$ cat src/hdl/fbc_pkg.sv
package fbc_pkg;

    localparam int COORD_WIDTH_DEF = 32;
    localparam int FRAC_BITS_DEF   = 16;
    localparam int ACC_WIDTH       = 128;

    typedef enum logic [1:0] {
        OP_LOAD_VP    = 2'd0,
        OP_LOAD_WORLD = 2'd1,
        OP_MESH       = 2'd2,
        OP_SPRITE     = 2'd3
    } op_t;

    typedef enum logic [2:0] {
        ST_IDLE,
        ST_WORLD,
        ST_PLANE,
        ST_CHECK,
        ST_DONE
    } state_t;

    // Control from sequencer to the multiply-accumulate unit
    typedef struct packed {
        logic clear;
        logic acc_en;
    } mac_ctl_t;

endpackage

$ cat src/hdl/fbc_mac.sv
// Shared multiply-accumulate: acc += a * b, a narrow signed, b wide signed.
// b is split into 32-bit limbs; one 34x34 signed product is taken per cycle step.
module fbc_mac
(
    input  logic                   clk,
    input  logic                   rst_n,
    input  fbc_pkg::mac_ctl_t      ctl,
    input  logic signed [33:0]     a,
    input  logic signed [95:0]     b,
    output logic                   busy,
    output logic signed [127:0]    acc
);

    logic signed [127:0] acc_reg, acc_next;
    logic [1:0]          limb_reg, limb_next;
    logic                run_reg, run_next;
    logic signed [33:0]  a_reg;
    logic signed [95:0]  b_reg;
    logic signed [33:0]  limb_val;
    logic signed [67:0]  prod;
    logic signed [127:0] prod_ext;

    // Limb select: low limbs unsigned, top limb signed
    always_comb
    begin
        unique case (limb_reg)
            2'd0:    limb_val = {2'b00, b_reg[31:0]};
            2'd1:    limb_val = {2'b00, b_reg[63:32]};
            default: limb_val = {{2{b_reg[95]}}, b_reg[95:64]};
        endcase
        prod     = a_reg * limb_val;
        prod_ext = 128'(signed'(prod)) <<< (7'(limb_reg) * 7'd32);
    end

    // Step sequence
    always_comb
    begin
        acc_next  = acc_reg;
        limb_next = limb_reg;
        run_next  = run_reg;
        if (ctl.clear)
        begin
            acc_next = '0;
        end
        if (ctl.acc_en)
        begin
            run_next  = 1'b1;
            limb_next = 2'd0;
        end
        else if (run_reg)
        begin
            acc_next = acc_reg + prod_ext;
            if (limb_reg == 2'd2)
            begin
                run_next = 1'b0;
            end
            else
            begin
                limb_next = limb_reg + 2'd1;
            end
        end
    end

    always_ff @(posedge clk or negedge rst_n)
    begin
        if (!rst_n)
        begin
            run_reg  <= 1'b0;
            limb_reg <= 2'd0;
        end
        else
        begin
            run_reg  <= run_next;
            limb_reg <= limb_next;
        end
    end

    always_ff @(posedge clk)
    begin
        acc_reg <= acc_next;
        if (ctl.acc_en)
        begin
            a_reg <= a;
            b_reg <= b;
        end
    end

    assign busy = run_reg;
    assign acc  = acc_reg;

endmodule
$ cat config.mk
export PLATFORM = sky130hd
export DESIGN_NAME = fbc_mac
export DESIGN_NICKNAME = d
export VERILOG_FILES = /design/src/hdl/fbc_pkg.sv /design/src/hdl/fbc_mac.sv
export SDC_FILE = /design/constraint.sdc
export NUM_CORES = 2
export LEC_CHECK = 0
export BUFFER_PORTS_ARGS = -buffer_cell sky130_fd_sc_hd__buf_2
export CORE_UTILIZATION = 65
export DETAILED_ROUTE_END_ITERATION = 6
export PLACE_DENSITY = 0.82
export SYNTH_ARGS = -nofsm -noshare
export SYNTH_HDL_FRONTEND = slang
export SYNTH_SLANG_ARGS = --single-unit
$ cat constraint.sdc
create_clock -name clk -period 16 [get_ports clk]
set_input_delay 0.8 -clock clk [delete_from_list [all_inputs] [get_ports clk]]
set_output_delay 0.8 -clock clk [all_outputs]
set_load 0.05 [all_outputs]
==> metrics.csv <==
metric;value;unit
RSZ-0062 raised after global routing;no;
overflow left after global routing;0;
max-cap violations;0;
WS Path Type;reg2reg;
Final Util;69.50;%
clk_skew;0.06386;ns
fin crit share;92.83;%
Starting DRT DRC Count;4739;
vias per cell;6.040;
register area;6543;µm²
sequential element share of the synthesized area;10.84;%
Gate Count Post-Synth;6765;
total length of routed wires;185.4;mm
clk root buf;clkbuf_16;
number of remaining DRC errors;0;
Startpoint Class;flip-flop;
# hold bufs at CTS;1;
Post-Route Setup TNS;0;ns
Initial Util;65.76;%
number of port buffers;262;
outcome;completed;
ratio of cells with drive above 1 in the final layout;7.020;%
synth warn;0;
die height;306.8;µm
cell area after placement;62570;µm²
H-tree level count;2;
CTS Sinks;261;
Tmin final;14.85;ns
number of routed nets with antenna violations;0;
DP Worst Slack;1.445;ns
GPL Wtd Cong;1.054;
CTS resizes;0;
top-count cell post-synth;inv_1;
#FFs+latches synth;261;
area grow syn2layout;5.683;%
CP Launch Point;limb_reg[1];
async set-reset flop share out of synthesis;1.149;%
Reg2Reg Setup Slack;1.15;ns
multi-input logic area;47500;µm²
largest net degree at the start of global routing;90;
Slew Limit Fails;0;
endpoint class of the critical path;flip-flop;
Final Setup Violations;0;
wire per inst;23.02;µm
Worst path top cell family by delay;adder cells;
Primary FF master, synth;edfxtp_1;
fin area;63800;µm²
clock buffer count from CTS;36;
largest cells by area after synthesis;fa_1 (41%), inv_1 (8.2%), ha_1 (6.9%);
Synth Cell Area;60370;µm²
Syn Nets;8474;
Slowest-stage cell, CP;fa_1;
DP HPWL;149.2;mm
Final nets;8491;
CTS tree;yes;
worst r2r src;limb_reg[1];
FMAX;67.33;MHz
synth cell count leaders;inv_1 (1323), fa_1 (1242), nand2_1 (731), and2_1 (376), clkbuf_1 (334);
first-pass GRT wire length;292.4;mm
CP dominant cell by count;fa_1;
die area;94100;µm²
core area;91800;µm²
total track usage;40.76;%
vias in the first global route;51480;
Fillers;7086;
row cnt;111;
I/O pin cnt;263;
Clock transition at path regs;0.06;ns
Hold Startpoint;b[25];
max FFs per register;128;
initial antenna violation count;10;
CP Buf/Inv Count;8;
Post-CTS Setup Inserts;0;
Post-synth EDFFs;130;
Worst Path Required;16.50;ns
worst slew pin tran;1.335;ns
Min-Delay Path Class;in2reg;
synth unique cells;99;
1st-pass router iterations;7;
DIE WIDTH;306.8;µm
largest area contributor in the netlist;fa_1;
CP max stage delay;0.85;ns
CTS Buffer Depth;3;
Skew-Pair Late Insertion Delay;0.64;ns
Worst EP arrival;15.36;ns
Max-Slew Margin vs Limit;10.39;%
setup ws final;1.147;ns
area share of the largest cell type after synthesis;41.18;%
Syn Area/Cell;8.924;µm²
number of vias in the routed layout;48650;
critical path peak fanout;30;
Final Hold Vio Count;0;
==> cells by family (layout without fill, tap and decap cells) <==
| logic type | count (synthesis) | count (layout) | synth area share [%] |
|---|---|---|---|
| adders and majority gates | 1575 | 1575 | 48.09 |
| buffers and inverters | 1700 | 1744 | 10.65 |
| DFF | 261 | 261 | 10.84 |
| muxes | 9 | 9 | 0.1741 |
| AOI/OAI and AO/OA | 993 | 993 | 10.26 |
| xor gates and xnor gates | 198 | 198 | 2.897 |
| and+or+nand+nor | 2029 | 2029 | 17.10 |
| other | 0 | 3 | 0 |
==> worst paths after layout <==
check                         endpoint  cells after the start
min in group asynchronous         busy                      2
hold / removal               b_reg[25]                      1
max in group asynchronous  limb_reg[1]                      2
hold reg to reg               acc[123]                      2
setup reg to reg               acc[95]                     44
setup / recovery               acc[95]                     44
==> layer usage <==
| metal | vias up | part of all wire [%] | GRT usage, % |
|---|---|---|---|
| met5 | - | 0.031 | 0 |
| met2 | 2819 | 47 | 66.23 |
| met3 | 594 | 11 | 8.463 |
| met4 | 8 | 5.6 | 19.47 |
| li1 | 20940 | - | - |
| met1 | 24300 | 37 | 52.38 |
==> worst register-to-register path: cells and delay by family (launching register included) <==
| family | cells | cell delay (ns) |
|---|---|---|
| adder cells (fa/ha/maj) | 11 | 6.27 |
| AO/OA/AOI/OAI | 14 | 3.85 |
| AND/OR/NAND/NOR | 10 | 2.46 |
| buffers and inverters | 8 | 1.54 |
| flip-flops | 1 | 0.40 |
| XOR/XNOR | 1 | 0.21 |
==> final cells by class <==
class	instances	area share [%]
clock buffers	42	1.479
inverters	1326	7.801
repair buffers	353	3.140
clock inverters	23	0.4314
diodes	3	0.01177
flip-flops and latches	261	10.25
multi-input cells	4804	74.45
well taps	1243	2.438
==> cell usage in the layout, fill, tap and decap left out, types with 24 or more instances in the layout <==
| cell | instances |
|---|---|
| a21o_1 | 90 |
| a21oi_1 | 322 |
| a22oi_1 | 24 |
| a31oi_1 | 25 |
| and2_1 | 376 |
| and3_1 | 47 |
| buf_2 | 261 |
| buf_4 | 90 |
| clkbuf_16 | 36 |
| dfxtp_1 | 128 |
| edfxtp_1 | 130 |
| fa_1 | 1242 |
| ha_1 | 333 |
| inv_1 | 1323 |
| nand2_1 | 731 |
| nand2b_1 | 38 |
| nand3_1 | 50 |
| nand3b_1 | 69 |
| nand4_1 | 74 |
| nor2_1 | 244 |
| nor2b_1 | 309 |
| nor3_1 | 35 |
| o21a_1 | 24 |
| o21ai_0 | 243 |
| o21bai_1 | 52 |
| xnor2_1 | 106 |
| xor2_1 | 90 |
==> metrics by stage <==
stage | std cells | hold WS (ns)
final | 8055 | 0.3314
after global routing | 8053 | 0.3295
after CTS | 8052 | 0.3117
after detailed placement | 7986 | 0.4771
after global placement | 7986 | 0.4715
after floorplan | 6765 | 0.5044
Power is left out: the tool's default activity adds up to more than one toggle a clock period on the data nets, which glitch-free logic cannot reach.
